## src/led_scanner_pattern_generator_assert.svh

```systemverilog
// Assertion macros for the LED scanner pattern generator.
// Every macro expects signals named clk and rst_n in the including scope.
`ifndef LED_SCANNER_PATTERN_GENERATOR_ASSERT_SVH
`define LED_SCANNER_PATTERN_GENERATOR_ASSERT_SVH

// The condition implies the consequence in the same cycle.
`define LSP_ASSERT_NOW(lbl, ante, cons, msg) \
    lbl: assert property (@(posedge clk) disable iff (!rst_n) (ante) |-> (cons)) \
        else $error(msg);

// The condition implies the consequence in the next cycle.
`define LSP_ASSERT_NEXT(lbl, ante, cons, msg) \
    lbl: assert property (@(posedge clk) disable iff (!rst_n) (ante) |=> (cons)) \
        else $error(msg);

`endif

```

## src/lsp_pkg.sv

```systemverilog
// Shared types, constants and pattern helpers for the LED scanner pattern generator.
// No dependencies.
`timescale 1ns / 1ps

package lsp_pkg;

    localparam int LED_COUNT   = 8;
    localparam int CYCLE_TICKS = 20;

    localparam logic [31:0] LFSR_TAPS  = 32'hD000_0001;
    localparam logic [31:0] SEED_RESET = 32'd12345;
    localparam logic [8:0]  HOLD_BASE  = 9'd50;
    localparam logic [8:0]  HOLD_STEP  = 9'd50;

    // Effect codes from the switches
    typedef enum logic [2:0] {
        FX_SCANNER     = 3'd0,
        FX_CENTER      = 3'd1,
        FX_PAIR        = 3'd2,
        FX_CHASE_LEFT  = 3'd3,
        FX_CHASE_RIGHT = 3'd4,
        FX_EXPAND      = 3'd5,
        FX_SPARKLE     = 3'd6,
        FX_CYCLE       = 3'd7
    } effect_t;

    // Auto-cycle sub-effect codes
    localparam logic [2:0] SUB_SCANNER2 = 3'd0;
    localparam logic [2:0] SUB_CENTER3  = 3'd1;
    localparam logic [2:0] SUB_PAIR     = 3'd2;
    localparam logic [2:0] SUB_SINGLE   = 3'd3;
    localparam logic [2:0] SUB_DOUBLE   = 3'd4;
    localparam logic [2:0] SUB_FILL     = 3'd5;
    localparam logic [2:0] SUB_LAST     = SUB_FILL;

    typedef struct packed {
        logic [2:0] speed;
        logic [1:0] width;
        logic [2:0] effect;
    } tick_t;

    typedef struct packed {
        logic [31:0] rnd;
        logic [4:0]  tick_cnt;
        logic [2:0]  sub;
        logic        expanding;
        logic        moving_left;
        logic [2:0]  pos;
    } scan_state_t;

    // One-hot LED bit, zero when off the strip
    function automatic logic [7:0] bit_at(input logic signed [4:0] n);
        logic [7:0] b;
        b = '0;
        if (n >= 5'sd0 && n <= 5'sd7)
        begin
            b = 8'd1 << n[2:0];
        end
        return b;
    endfunction

    function automatic logic [7:0] center_bits(input logic [2:0] pos, input logic [2:0] w);
        logic [7:0] p;
        p = 8'd1 << pos;
        if (w > 3'd1 && pos > 3'd0)
        begin
            p = p | (8'd1 << (pos - 3'd1));
        end
        if (w > 3'd2 && pos < 3'd7)
        begin
            p = p | (8'd1 << (pos + 3'd1));
        end
        return p;
    endfunction

    function automatic logic [7:0] pair_bits(input logic [2:0] pos);
        return (8'd1 << pos) | (8'd1 << (3'd7 - pos));
    endfunction

endpackage

```

## src/led_scanner_pattern_generator.sv

```systemverilog
// LED scanner pattern generator, top level. An accepted tick request reaches
// its result through the input register, then the result register.
// Throughput: one tick request per cycle unless the result side stalls; the scan
// state loop (lsp_state -> lsp_pattern -> lsp_state) holds a single register.
// Reset (rst_n, async, active low): no items held, position 0 moving right,
// expand flag set, auto-cycle at sub-effect 0, LFSR loaded with 12345.
`timescale 1ns / 1ps
`include "led_scanner_pattern_generator_assert.svh"

module led_scanner_pattern_generator (
    input  logic        clk,
    input  logic        rst_n,
    // tick requests
    input  logic        tick_valid,
    output logic        tick_stall,
    input  logic [2:0]  speed_code,
    input  logic [1:0]  width_code,
    input  logic [2:0]  effect_select,
    // seed register
    input  logic        random_seed_we,
    input  logic [31:0] random_seed,
    // results
    output logic        result_valid,
    input  logic        result_stall,
    output logic [7:0]  led_pattern,
    output logic [8:0]  hold_ms
);

    // Input register: holds one tick request until the result stage frees up.
    logic           tick_valid_reg;
    logic           tick_valid_next;
    lsp_pkg::tick_t tick_reg;

    // Result register
    logic           result_valid_reg;
    logic           result_valid_next;
    logic [7:0]     led_pattern_reg;
    logic [8:0]     hold_ms_reg;

    logic                 result_free;  // result stage can take a new request
    logic                 advance;      // input register moves to result register
    logic                 accept;
    logic [7:0]           pattern;
    logic [8:0]           hold;
    lsp_pkg::scan_state_t cur_state;
    lsp_pkg::scan_state_t nxt_state;

    assign result_free = ~result_valid_reg | ~result_stall;
    assign advance     = tick_valid_reg & result_free;
    assign tick_stall  = tick_valid_reg & ~result_free;
    assign accept      = tick_valid & ~tick_stall;

    // Pattern logic works on the request in the input register against the
    // current scan state; the state commits only when the request advances.
    lsp_pattern u_pattern (
        .tick    (tick_reg),
        .cur     (cur_state),
        .pattern (pattern),
        .hold    (hold),
        .nxt     (nxt_state)
    );

    lsp_state u_state (
        .clk      (clk),
        .rst_n    (rst_n),
        .seed_we  (random_seed_we),
        .seed     (random_seed),
        .update   (advance),
        .state_in (nxt_state),
        .state    (cur_state)
    );

    always_comb
    begin
        tick_valid_next = tick_valid_reg;
        if (accept)
        begin
            tick_valid_next = 1'b1;
        end
        else if (advance)
        begin
            tick_valid_next = 1'b0;
        end

        result_valid_next = result_valid_reg;
        if (advance)
        begin
            result_valid_next = 1'b1;
        end
        else if (!result_stall)
        begin
            result_valid_next = 1'b0;
        end
    end

    always_ff @(posedge clk or negedge rst_n)
    begin
        if (!rst_n)
        begin
            tick_valid_reg   <= 1'b0;
            result_valid_reg <= 1'b0;
        end
        else
        begin
            tick_valid_reg   <= tick_valid_next;
            result_valid_reg <= result_valid_next;
        end
    end

    // Payload registers, no reset
    always_ff @(posedge clk)
    begin
        if (accept)
        begin
            tick_reg.speed  <= speed_code;
            tick_reg.width  <= width_code;
            tick_reg.effect <= effect_select;
        end
        if (advance)
        begin
            led_pattern_reg <= pattern;
            hold_ms_reg     <= hold;
        end
    end

    assign result_valid = result_valid_reg;
    assign led_pattern  = led_pattern_reg;
    assign hold_ms      = hold_ms_reg;

    // A held request is never dropped while the result side is blocked.
    `LSP_ASSERT_NEXT(a_hold_request, tick_valid_reg && result_valid_reg && result_stall, tick_valid_reg, "request lost while result stalled")
    // A request that advances shows up as a result next cycle.
    `LSP_ASSERT_NEXT(a_request_to_result, advance, result_valid_reg && hold_ms_reg == $past(hold), "advanced request missing from result")
    // Auto-cycle counters stay in their ranges.
    `LSP_ASSERT_NOW(a_cycle_range, 1'b1, cur_state.tick_cnt <= 5'(lsp_pkg::CYCLE_TICKS) && cur_state.sub <= lsp_pkg::SUB_LAST, "auto-cycle state out of range")
    // Hold time of a shown result is within 50..400 ms.
    `LSP_ASSERT_NOW(a_hold_range, result_valid_reg, hold_ms_reg >= 9'd50 && hold_ms_reg <= 9'd400, "hold time out of range")

endmodule

```

## src/lsp_pattern.sv

```systemverilog
// Pattern and next-state logic for one tick (pure combinational).
// Depends on lsp_pkg.
`timescale 1ns / 1ps

module lsp_pattern (
    input  lsp_pkg::tick_t       tick,
    input  lsp_pkg::scan_state_t cur,
    output logic [7:0]           pattern,
    output logic [8:0]           hold,
    output lsp_pkg::scan_state_t nxt
);

    logic [2:0]        w;
    logic [7:0]        mask;
    logic              left;
    logic              expand;
    logic [5:0]        cnt_inc;
    logic signed [4:0] np;
    logic signed [4:0] limit;

    always_comb
    begin
        nxt     = cur;
        pattern = '0;
        w       = {1'b0, tick.width} + 3'd1;
        mask    = ~(8'hFF << w);
        left    = cur.moving_left;
        expand  = cur.expanding;
        cnt_inc = {1'b0, cur.tick_cnt} + 6'd1;

        unique case (lsp_pkg::effect_t'(tick.effect))
            lsp_pkg::FX_SCANNER:
            begin
                pattern = mask << cur.pos;
            end
            lsp_pkg::FX_CENTER:
            begin
                pattern = lsp_pkg::center_bits(cur.pos, w);
            end
            lsp_pkg::FX_PAIR:
            begin
                pattern = lsp_pkg::pair_bits(cur.pos);
            end
            lsp_pkg::FX_CHASE_LEFT:
            begin
                pattern = mask << cur.pos;
                left    = 1'b1;
            end
            lsp_pkg::FX_CHASE_RIGHT:
            begin
                pattern = mask << cur.pos;
                left    = 1'b0;
            end
            lsp_pkg::FX_EXPAND:
            begin
                for (int i = 0; i < lsp_pkg::LED_COUNT; i++)
                begin
                    if (3'(i) < cur.pos)
                    begin
                        pattern = pattern | lsp_pkg::bit_at(5'(3 - i))
                                          | lsp_pkg::bit_at(5'(3 + i));
                    end
                end
                if (cur.pos >= 3'd4)
                begin
                    expand = 1'b0;
                end
                if (cur.pos == 3'd0)
                begin
                    expand = 1'b1;
                end
                left = ~expand;
            end
            lsp_pkg::FX_SPARKLE:
            begin
                nxt.rnd = {1'b0, cur.rnd[31:1]} ^ (cur.rnd[0] ? lsp_pkg::LFSR_TAPS : 32'd0);
                pattern = nxt.rnd[7:0];
            end
            lsp_pkg::FX_CYCLE:
            begin
                if (cnt_inc > 6'(lsp_pkg::CYCLE_TICKS))
                begin
                    nxt.sub      = (cur.sub == lsp_pkg::SUB_LAST) ? lsp_pkg::SUB_SCANNER2
                                                                  : cur.sub + 3'd1;
                    nxt.tick_cnt = '0;
                end
                else
                begin
                    nxt.tick_cnt = cnt_inc[4:0];
                end
                unique case (nxt.sub)
                    lsp_pkg::SUB_SCANNER2: pattern = 8'h03 << cur.pos;
                    lsp_pkg::SUB_CENTER3:  pattern = lsp_pkg::center_bits(cur.pos, 3'd3);
                    lsp_pkg::SUB_PAIR:     pattern = lsp_pkg::pair_bits(cur.pos);
                    lsp_pkg::SUB_SINGLE:   pattern = 8'h01 << cur.pos;
                    lsp_pkg::SUB_DOUBLE:   pattern = 8'h03 << cur.pos;
                    lsp_pkg::SUB_FILL:     pattern = 8'hFF << cur.pos;
                    default:               pattern = '0;
                endcase
            end
        endcase

        // Bounce between 0 and 8 - width
        np    = $signed({2'b00, cur.pos}) + (left ? -5'sd1 : 5'sd1);
        limit = 5'sd9 - $signed({2'b00, w});
        if (np >= limit)
        begin
            nxt.pos = 3'(4'd8 - {1'b0, w});
            left    = 1'b1;
        end
        else if (np < 5'sd0)
        begin
            nxt.pos = 3'd0;
            left    = 1'b0;
        end
        else
        begin
            nxt.pos = np[2:0];
        end

        nxt.moving_left = left;
        nxt.expanding   = expand;
    end

    assign hold = lsp_pkg::HOLD_BASE + lsp_pkg::HOLD_STEP * {6'b0, tick.speed};

endmodule

```

## src/lsp_state.sv

```systemverilog
// Scan state registers: position, direction, flags, cycle counter, LFSR.
// Depends on lsp_pkg.
`timescale 1ns / 1ps

module lsp_state (
    input  logic                 clk,
    input  logic                 rst_n,
    input  logic                 seed_we,
    input  logic [31:0]          seed,
    input  logic                 update,
    input  lsp_pkg::scan_state_t state_in,
    output lsp_pkg::scan_state_t state
);

    lsp_pkg::scan_state_t state_reg;
    lsp_pkg::scan_state_t state_next;

    always_comb
    begin
        state_next = state_reg;
        if (update)
        begin
            state_next = state_in;
        end
        // seed write loads the generator directly
        if (seed_we)
        begin
            state_next.rnd = seed;
        end
    end

    always_ff @(posedge clk or negedge rst_n)
    begin
        if (!rst_n)
        begin
            state_reg.pos         <= 3'd0;
            state_reg.moving_left <= 1'b0;
            state_reg.expanding   <= 1'b1;
            state_reg.sub         <= lsp_pkg::SUB_SCANNER2;
            state_reg.tick_cnt    <= 5'd0;
            state_reg.rnd         <= lsp_pkg::SEED_RESET;
        end
        else
        begin
            state_reg <= state_next;
        end
    end

    assign state = state_reg;

endmodule
```

## config.mk

```make
export PLATFORM = sky130hd
export DESIGN_NAME = led_scanner_pattern_generator
export DESIGN_NICKNAME = d
export VERILOG_FILES = /design/src/lsp_pkg.sv /design/src/led_scanner_pattern_generator.sv /design/src/lsp_pattern.sv /design/src/lsp_state.sv
export VERILOG_INCLUDE_DIRS = /design/src /design/src/src
export SDC_FILE = /design/constraint.sdc
export NUM_CORES = 1
export LEC_CHECK = 0
export BUFFER_PORTS_ARGS = -buffer_cell sky130_fd_sc_hd__buf_2
export CORE_MARGIN = 3
export CORE_UTILIZATION = 40
export CTS_BUF_LIST = sky130_fd_sc_hd__clkbuf_2 sky130_fd_sc_hd__clkbuf_4 sky130_fd_sc_hd__clkbuf_8
export CTS_CLUSTER_DIAMETER = 200
export DETAILED_ROUTE_END_ITERATION = 16
export SYNTH_ARGS = -nofsm -noshare
export SYNTH_HDL_FRONTEND = slang
export SYNTH_SLANG_ARGS = --single-unit
export TNS_END_PERCENT = 20
```

## constraint.sdc

```tcl
create_clock -name clk -period 3.8 [get_ports clk]
set_clock_uncertainty 0.2 [all_clocks]
set_input_delay 0.38 -clock clk [delete_from_list [all_inputs] [get_ports clk]]
set_output_delay 0.38 -clock clk [all_outputs]
set_load 0.01 [all_outputs]
```

==> results_dict.tcl, run 1 <==
set metrics [dict create \
    insertion_delay_ps 360 \
    synthArstFlopShare 0.6620 \
    tightest_slew_ps 835.2 \
    place_area_um2 5589 \
    num_vias 4617 \
    yosys.area.top_type "dfrtp_1" \
    io_pins 64 \
    drv_slew 0 \
    drive_gt1_frac 0.1849 \
    p_sw_frac 0.3869 \
    yosys-top-cells-count "nand2_1 (71), o21ai_0 (56), nor2_1 (43)" \
    setup_viol 0 \
    rsz0062_at_grt "false" \
    cp_slowest_cell "dfrtp_1" \
    synth.most_common_cell "nand2_1" \
    diodes 0 \
    critPathBufInv 1 \
    synth_edf_count 24 \
    synth_area_leaders "dfrtp_1 (19%), edfxtp_1 (14%), mux2i_1 (7.6%)" \
    synth_compound_area_frac 0.2273 \
    synth_xor_area_frac 0.02856 \
    grt_use_total 0.1967 \
    wl_um 13560 \
    critPathMostFrequentCell "nor2_1" \
    tns_ps 0 \
    grt_pass1_vias 4456 \
    cp.arrival_ps 3470 \
    cp_top_family "compound AO/OA/AOI/OAI gates" \
    clockPowerShare 0.221 \
    viasPerCell 5.651 \
    clk_path_buf_depth 2 \
    detail-route-antenna-nets 0 \
    num_rows 40 \
    syn_inst 585 \
    die_width_um 119.7 \
    synth_area_um2 5169 \
    synth_top_flop_cell "dfrtp_1" \
    critPathKind "reg -> reg" \
    fin_nets 715 \
    yosys_warnings 0 \
    clk_pin_slew_worst_paths_ps 80 \
    period_needed_ps 3412 \
    drc 0 \
    dp.cells 785 \
    htree_levels 3 \
    dieArea_um2 14320 \
    antenna_found_initial 0 \
    seq_area_um2 1906 \
    place.port_buffers 62 \
    dp_hpwl_um 9900 \
    hold_path.class "in -> reg" \
    outcome "finished, final reports clean" \
    p_seq_frac 0.327 \
    p_per_area_nw_per_um2 515.2 \
    p_comb_frac 0.451 \
    ir_drop_uv 255.8 \
    syn_nets 656 \
    cp-start-kind "flop" \
    multi_input_area_um2 2984 \
    power_mw 3.081 \
    maxSlewHeadroom 0.4432 \
    ys_ff_latch 71 \
    numCtsBuffers 9 \
    cts_sinks 71 \
    die_h_um 119.7 \
    cp_max_fo 4 \
    yosysTopAreaCellShare 0.1937 \
    power.internal_mw 1.889 \
    final_cell_area_um2 5979 \
    synth-simple-area-share 0.1690 \
    required_ps 3850 \
    critPathMaxStageDelay_ps 380 \
    synth.distinct_cells 74 \
    dr.pass1.iters 5 \
    clock.fmax_mhz 293.1 \
    initial_core_util 0.4198 \
    largest_reg_flops 45 \
    ys_seq_area_frac 0.3687 \
    path_cells "nor2_1 -> nor2_1 -> nor2_1 -> nor3_1 -> a211oi_2 -> inv_1 -> ha_1 -> a21oi_1 -> nor2_1 -> nor2_1 -> xor2_1 -> ha_1 -> a21oi_1 -> mux2_2 -> a22o_1" \
    min_period_over_period 0.8979 \
    area_delta_synth_final_pct 15.69 \
    hold_viol_final 0 \
    worstSetupEndpointType "flop" \
    synth.area.mux_share 0.08424 \
    cts_tree "yes" \
    grt-ovfl-total 0 \
    synth-adder-area-share 0.06657 \
    p_switching_mw 1.192 \
    postSynthAreaPerCell_um2 8.835 \
    place_congestion 0.8893 \
    core-area_um2 12310 \
    drt-initial-drc-count 397 \
    grt_pass1_wl_um 22500 \
    max_cap_violations 0 \
    root_buffer "clkbuf_8" \
    synth_top_family_by_area "compound AO/OA/AOI/OAI gates" \
    fin_cells 817 \
    avgRoutedWirePerCell_um 16.59 \
    grt_max_degree 65 \
    fillers 1219 \
    leakage_nw 2.685 \
]
## power by group through the flow
stage	sequential, mW	combinational [mW]	clock [mW]
floorplan	1.01	0.991	0
global placement	1.02	1.33	0
detailed placement	1.02	1.36	0
CTS	1.01	1.38	0.714
global route	1.03	1.55	0.751
finish	1.01	1.39	0.682
## final timing paths
path                                      to  slack (ps)  cells after the start        startpoint
hold reg to reg                 result_valid         290                      1    tick_valid_reg
hold / removal             u_state.state[32]          30                      3   random_seed[19]
min in group asynchronous   u_state.state[7]         410                      2             rst_n
setup reg to reg            u_state.state[2]         390                     15  u_state.state[1]
setup / recovery            u_state.state[2]         390                     15  u_state.state[1]
max in group asynchronous  u_state.state[13]        2230                      3             rst_n
## layer usage
metal | up-vias | track usage | wire (um)
li1 | 2249 | - | -
met1 | 2187 | 0.2528 | 5976
met2 | 156 | 0.3189 | 6493
met3 | 25 | 0.04430 | 706
met4 | 0 | 0.08447 | 381
met5 | - | 0 | 0
## final cells by class
class | instances | area share
clock inverters | 6 | 0.01569
multi-input cells | 448 | 0.4991
inverters | 23 | 0.01444
flip-flops and latches | 71 | 0.3187
repair buffers | 91 | 0.09500
well taps | 168 | 0.03515
clock buffers | 10 | 0.02197
## metrics by stage
stage,hold WS [ps],setup slack [ps],util
5_1_grt,9.415,115.4,0.4857
3_5_place_dp,275.5,203.8,0.4540
2_1_floorplan,-115.6,41.37,-
4_1_cts,0.07117,168.0,0.4853
3_3_place_gp,271.0,314.5,0.4540
6_report,27.61,388.0,0.4857
## worst register-to-register path, cell delays in order (launching register included)
cell      delay, ps
dfrtp_1         380
nor2_1          150
nor2_1           50
nor2_1          120
nor3_1           80
a211oi_2        360
inv_1           160
ha_1            300
a21oi_1         150
nor2_1           50
nor2_1          120
xor2_1          160
ha_1            260
a21oi_1         210
mux2_2          370
a22o_1          180
## repair_timing
| item | in CTS | in global routing |
|---|---|---|
| hold buffers | 16 | 0 |
| resized for setup | 0 | 1 |
| endpoints found under the setup margin | 0 | 3 |
| setup buffers | 0 | 0 |
| endpoints found under the hold margin | 44 | 0 |
## layout by cell type (no fill, tap or decap), types with 4 or more instances in the layout
cell type and count:
and2_1 4, xor2_1 7, mux2i_1 39, clkbuf_8 9, nand2_1 71, dlygate4sd3_1 16, or3_1 4, o22ai_1 7
a22o_1 4, dfrtp_1 40, a21oi_1 26, nor3_1 11, inv_1 21, buf_2 62, nor2_1 43, a211oi_1 8
ha_1 25, o21ai_0 56, nand2b_1 13, a221o_1 4, nand3_1 22, dfstp_2 7, o221ai_1 6, a31oi_1 4
nor4_1 4, nor2b_1 5, nand3b_1 4, buf_4 13, a32oi_1 4, edfxtp_1 24, xnor2_1 8, mux2_2 4
o31ai_1 4, a21o_1 5
## kinds of logic after synthesis
group           Yosys count
simple gates            189
compound gates          172
flops                    71
buf+inv                  66
mux                      43
fa+ha+maj                27
xor+xnor                 16
other cells               1
Power figures use the tool's default switching activity.
==> inputs of run 2 (changes only) <==
Clock period 3.8 ns to 4 ns, I/O delays scaled along.
==> run 2 against run 1 <==
Net effect:
- power shrank 5.7%
- design area shrank 2.6%
- sequential cell count is the same
- sequential share of layout area grew 0.83 points
- non-clock buffer count shrank 16
- hold slack lost 15 ps
- critical path depth is the same
==> results_dict.tcl, run 2 (synthesized netlist as in run 1, its figures left out) <==
set metrics [dict create \
    viasPerCell 5.583 \
    worstSetupEndpointType "flop" \
    cp-start-kind "flop" \
    cts_sinks 71 \
    path_cells "nor2_1 -> nor2_1 -> nor2_1 -> nor3_1 -> a211oi_2 -> inv_1 -> ha_1 -> a21oi_1 -> nor2_1 -> nor2_1 -> xor2_1 -> ha_1 -> a21oi_2 -> mux2_2 -> a22o_1" \
    min_period_over_period 0.9153 \
    grt_use_total 0.1939 \
    cp.depth 15 \
    reg2reg_from "u_state.state[1]" \
    cp_max_fo 5 \
    wl_met2_um 6383 \
    detail-route-antenna-nets 0 \
    critPathMaxStageDelay_ps 380 \
    dr.pass1.iters 5 \
    drv_slew 0 \
    ir_drop_uv 346.9 \
    grt-ovfl-total 0 \
    antenna_found_initial 0 \
    wl_um 13510 \
    layout_commonest_cell "nand2_1" \
    period_needed_ps 3661 \
    insertion_delay_ps 350 \
    rsz0062_at_grt "false" \
    drt-initial-drc-count 405 \
    cp_slowest_cell "dfrtp_1" \
    core-area_um2 12310 \
    dp_hpwl_um 9840 \
    tns_ps 0 \
    htree_levels 3 \
    num_rows 40 \
    cp_top_family "compound AO/OA/AOI/OAI gates" \
    initial_core_util 0.4198 \
    place_area_um2 5559 \
    hold_path.class "in -> async" \
    r2r_end "u_state.state[2]" \
    drive_gt1_frac 0.1848 \
    place_congestion 0.9011 \
    largest_reg_flops 45 \
    io_pins 64 \
    place.port_buffers 62 \
    m1WireLength_um 6168 \
    fillers 1236 \
    final_cell_area_um2 5827 \
    drc 0 \
    clk_path_buf_depth 2 \
    outcome "finished, final reports clean" \
    diodes 0 \
    num_vias 4472 \
    dieArea_um2 14320 \
    p_per_area_nw_per_um2 498.7 \
    max_cap_violations 0 \
    crit_end "u_state.state[2]" \
    place_worst_setup_slack_ps 99.34 \
    root_buffer "clkbuf_8" \
    required_ps 4040 \
    critPathBufInv 1 \
    clock.fmax_mhz 273.1 \
    final_cell_mix "nand2_1 (71), buf_2 (62), o21ai_0 (56)" \
    leakage_nw 2.615 \
    met3WireLength_um 698 \
    fin_util 0.4733 \
    die_width_um 119.7 \
    hold_viol_final 0 \
    maxSlewHeadroom 0.2994 \
    die_h_um 119.7 \
    area_delta_synth_final_pct 12.73 \
    setup_viol 0 \
    post-cts-setup-buffers 0 \
    clk_pin_slew_worst_paths_ps 80 \
    grt_max_degree 65 \
    rrSetupSlack_ps 340 \
    avgRoutedWirePerCell_um 16.87 \
    critPathMostFrequentCell "nor2_1" \
    whs_ps 12.80 \
    fin_nets 699 \
    numCtsBuffers 9 \
    critPathKind "reg -> reg" \
    grt_pass1_vias 4360 \
    top_layer "met4" \
    cp.arrival_ps 3700 \
    ff2ff_path_depth 15 \
    grt_pass1_wl_um 22290 \
    cts_tree "yes" \
    worst_slack_ps 339.0 \
    tightest_slew_ps 1051 \
    critPathLaunch "u_state.state[1]" \
]
-- run 2: per-layer routing --
metal / vias up / global-route usage
li1: 2216 / -
met1: 2096 / 0.2638
met2: 142 / 0.3132
met4: 0 / 0.05941
met5: - / 0
met3: 18 / 0.03770
-- run 2: through the flow --
stage | total power [mW] | instances
6_report | 2.906 | 801
5_1_grt | 3.109 | 801
2_1_floorplan | 1.902 | 585
4_1_cts | 2.887 | 798
3_3_place_gp | 2.188 | 781
3_5_place_dp | 2.224 | 781
-- run 2: repair_timing --
action	CTS	global route
gates resized for setup	0	2
hold endpoints to repair	1	3
setup endpoints to repair	0	3
hold buffers	1	3
-- run 2: worst min-delay path by stage --
stage	from	endpoint	slack, ps	cells past startpoint
2_1_floorplan	rst_n	result_valid	-100	0
3_5_place_dp	tick_valid_reg	result_valid	280	1
5_1_grt	speed_code[1]	tick_reg[6]	0.9	1
6_report	rst_n	u_state.state[11]	10	1
3_3_place_gp	tick_valid_reg	result_valid	270	1
4_1_cts	effect_select[0]	tick_reg[0]	1	1
-- run 2: worst reg2reg max path, delay by kind of cell (launching register included) --
family	cells	cell delay, ps
xor+xnor	1	190
buf+inv	1	170
compound gates	4	1020
flops	1	380
mux	1	370
fa+ha+maj	2	590
simple gates	6	630
-- run 2: cell type report --
class | instances | area, um^2 | share of cell area
repair buffers | 75 | 417.9 | 0.07172
well taps | 168 | 210.2 | 0.03607
clock inverters | 5 | 80.08 | 0.01374
inverters | 23 | 86.33 | 0.01482
multi-input cells | 448 | 2988 | 0.5128
flip-flops and latches | 71 | 1906 | 0.3270
clock buffers | 11 | 138.9 | 0.02384
-- run 2: where the power goes --
part / internal (mW) / total [mW] / switching [mW]
Combinational: 0.522 / 1.30 / 0.780
Clock: 0.367 / 0.648 / 0.282
Sequential: 0.878 / 0.955 / 0.0763
==> inputs of run 3 (changes only) <==
Settings changed: CORE_ASPECT_RATIO set to 1.1.
==> run 3 against run 2 <==
Net effect:
- register-to-register slack improved by 60 ps
- fmax rose by 1.7%
- critical path depth did not move
- die area barely moved
- count of clock-buffer cells in the layout down 2
- clock power decreased by 5.7%
- worst setup slack better by 61 ps
- power down 1.4%
- via count up 2.8%
- largest power group unchanged
==> results_dict.tcl, run 3 (synthesized netlist as in run 1, its figures left out) <==
set metrics [dict create \
    cp.arrival_ps 3640 \
    avgRoutedWirePerCell_um 17.28 \
    hold_path.class "in -> reg" \
    m1WireLength_um 5843 \
    multi_input_area_um2 2987 \
    antenna_found_initial 0 \
    htree_levels 3 \
    required_ps 4040 \
    final_cell_mix "nand2_1 (70), buf_2 (62), o21ai_0 (56)" \
    place_congestion 0.9321 \
    insertion_delay_ps 360 \
    dieArea_um2 14320 \
    grt_pass1_wl_um 22240 \
    num_rows 42 \
    dp_hpwl_um 9645 \
    outcome "finished, final reports clean" \
    die_h_um 125.2 \
    post-cts-setup-buffers 0 \
    drv_slew 0 \
    leakage_nw 2.588 \
    numCtsBuffers 9 \
    ir_drop_uv 347.0 \
    rrSetupSlack_ps 400 \
    fillers 1207 \
    hold_viol_final 0 \
    viasPerCell 5.868 \
    place.port_buffers 62 \
    place_area_um2 5529 \
    setup_viol 0 \
    grt_pass1_vias 4420 \
    drc 0 \
    top_layer "met4" \
    period_needed_ps 3600 \
    ff2ff_path_depth 15 \
    initial_core_util 0.4185 \
    cts_tree "yes" \
    worstSetupEndpointType "flop" \
    met3WireLength_um 856 \
    critPathKind "reg -> reg" \
    area_delta_synth_final_pct 11.38 \
    seq_area_um2 1906 \
    maxSlewHeadroom 0.3778 \
    grt_max_degree 65 \
    whs_path_depth 1 \
    largest_reg_flops 45 \
    layout_commonest_cell "nand2_1" \
    rsz0062_at_grt "false" \
    drt-initial-drc-count 461 \
    die_width_um 114.4 \
    grt_use_total 0.1919 \
    drive_gt1_frac 0.1828 \
    critPathLaunch "u_state.state[1]" \
    cp-start-kind "flop" \
    cts_sinks 71 \
    cp_max_fo 4 \
    r2r_end "u_state.state[2]" \
    grt-ovfl-total 0 \
    core-area_um2 12350 \
    max_cap_violations 0 \
    wl_um 13530 \
    detail-route-antenna-nets 0 \
    clock.fmax_mhz 277.7 \
    clk_pin_slew_worst_paths_ps 80 \
    root_buffer "clkbuf_8" \
    clk_path_buf_depth 2 \
    io_pins 64 \
    reg2reg_from "u_state.state[1]" \
    min_period_over_period 0.9001 \
    hold_end "tick_reg[6]" \
    dr.pass1.iters 5 \
    diodes 0 \
    p_per_area_nw_per_um2 497.9 \
    fin_nets 695 \
    tightest_slew_ps 930.0 \
    num_vias 4595 \
    final_cell_area_um2 5757 \
    min_from "speed_code[1]" \
    tns_ps 0 \
    wl_met2_um 6560 \
]
[run 3: final cells by class]
type | instances | share of cell area
well taps | 154 | 0.03347
clock buffers | 9 | 0.02152
flip-flops and latches | 71 | 0.3310
repair buffers | 71 | 0.06651
inverters | 23 | 0.01500
clock inverters | 7 | 0.01369
multi-input cells | 448 | 0.5188
[run 3: timing repair]
item / CTS / global route
resized for setup: 0 / 1
setup endpoints to repair: 0 / 4
hold buffers: 1 / 1
hold endpoints to repair: 8 / 1
[run 3: power breakdown]
part,internal [mW],leakage (nW),switching (mW),total [mW]
Clock,0.295,0.104,0.316,0.611
Sequential,0.878,0.797,0.0783,0.957
Combinational,0.526,1.69,0.773,1.30
Total,1.70,2.59,1.17,2.87
[run 3: how the worst max path moves through the flow]
stage | slack (ps) | cells past startpoint | to
after global placement | 490 | 15 | u_state.state[2]
final | 400 | 15 | u_state.state[2]
after floorplan | 240 | 16 | u_state.state[2]
after global routing | 130 | 15 | u_state.state[2]
after CTS | 160 | 15 | u_state.state[2]
after detailed placement | 230 | 15 | u_state.state[2]
[run 3: through the flow]
stage | setup WS (ps) | instances | power (mW) | utilization | hold slack (ps)
2_1_floorplan | 241.4 | 585 | 1.902 | - | -95.59
3_3_place_gp | 490.2 | 765 | 2.202 | 0.4477 | 62.69
3_5_place_dp | 233.9 | 765 | 2.238 | 0.4477 | 72.27
4_1_cts | 157.1 | 782 | 2.866 | 0.4649 | 0.4818
5_1_grt | 125.9 | 783 | 3.075 | 0.4662 | 6.821
6_report | 399.6 | 783 | 2.866 | 0.4662 | 17.38
[run 3: worst max-delay path: stages (launching register included)]
cell	delay [ps]
dfrtp_1	380
nor2_1	230
nor2_1	70
nor2_1	140
nor3_1	80
a211oi_2	380
inv_1	170
ha_1	310
a21oi_1	160
nor2_1	60
nor2_1	140
xor2_1	190
ha_1	250
a21oi_1	200
mux2_2	360
a22o_1	180
[run 3: routing by layer]
metal / GRT usage / vias to the layer above
met4: 0.07198 / 0
li1: - / 2207
met1: 0.2580 / 2191
met5: 0 / -
met3: 0.02948 / 24
met2: 0.3104 / 173
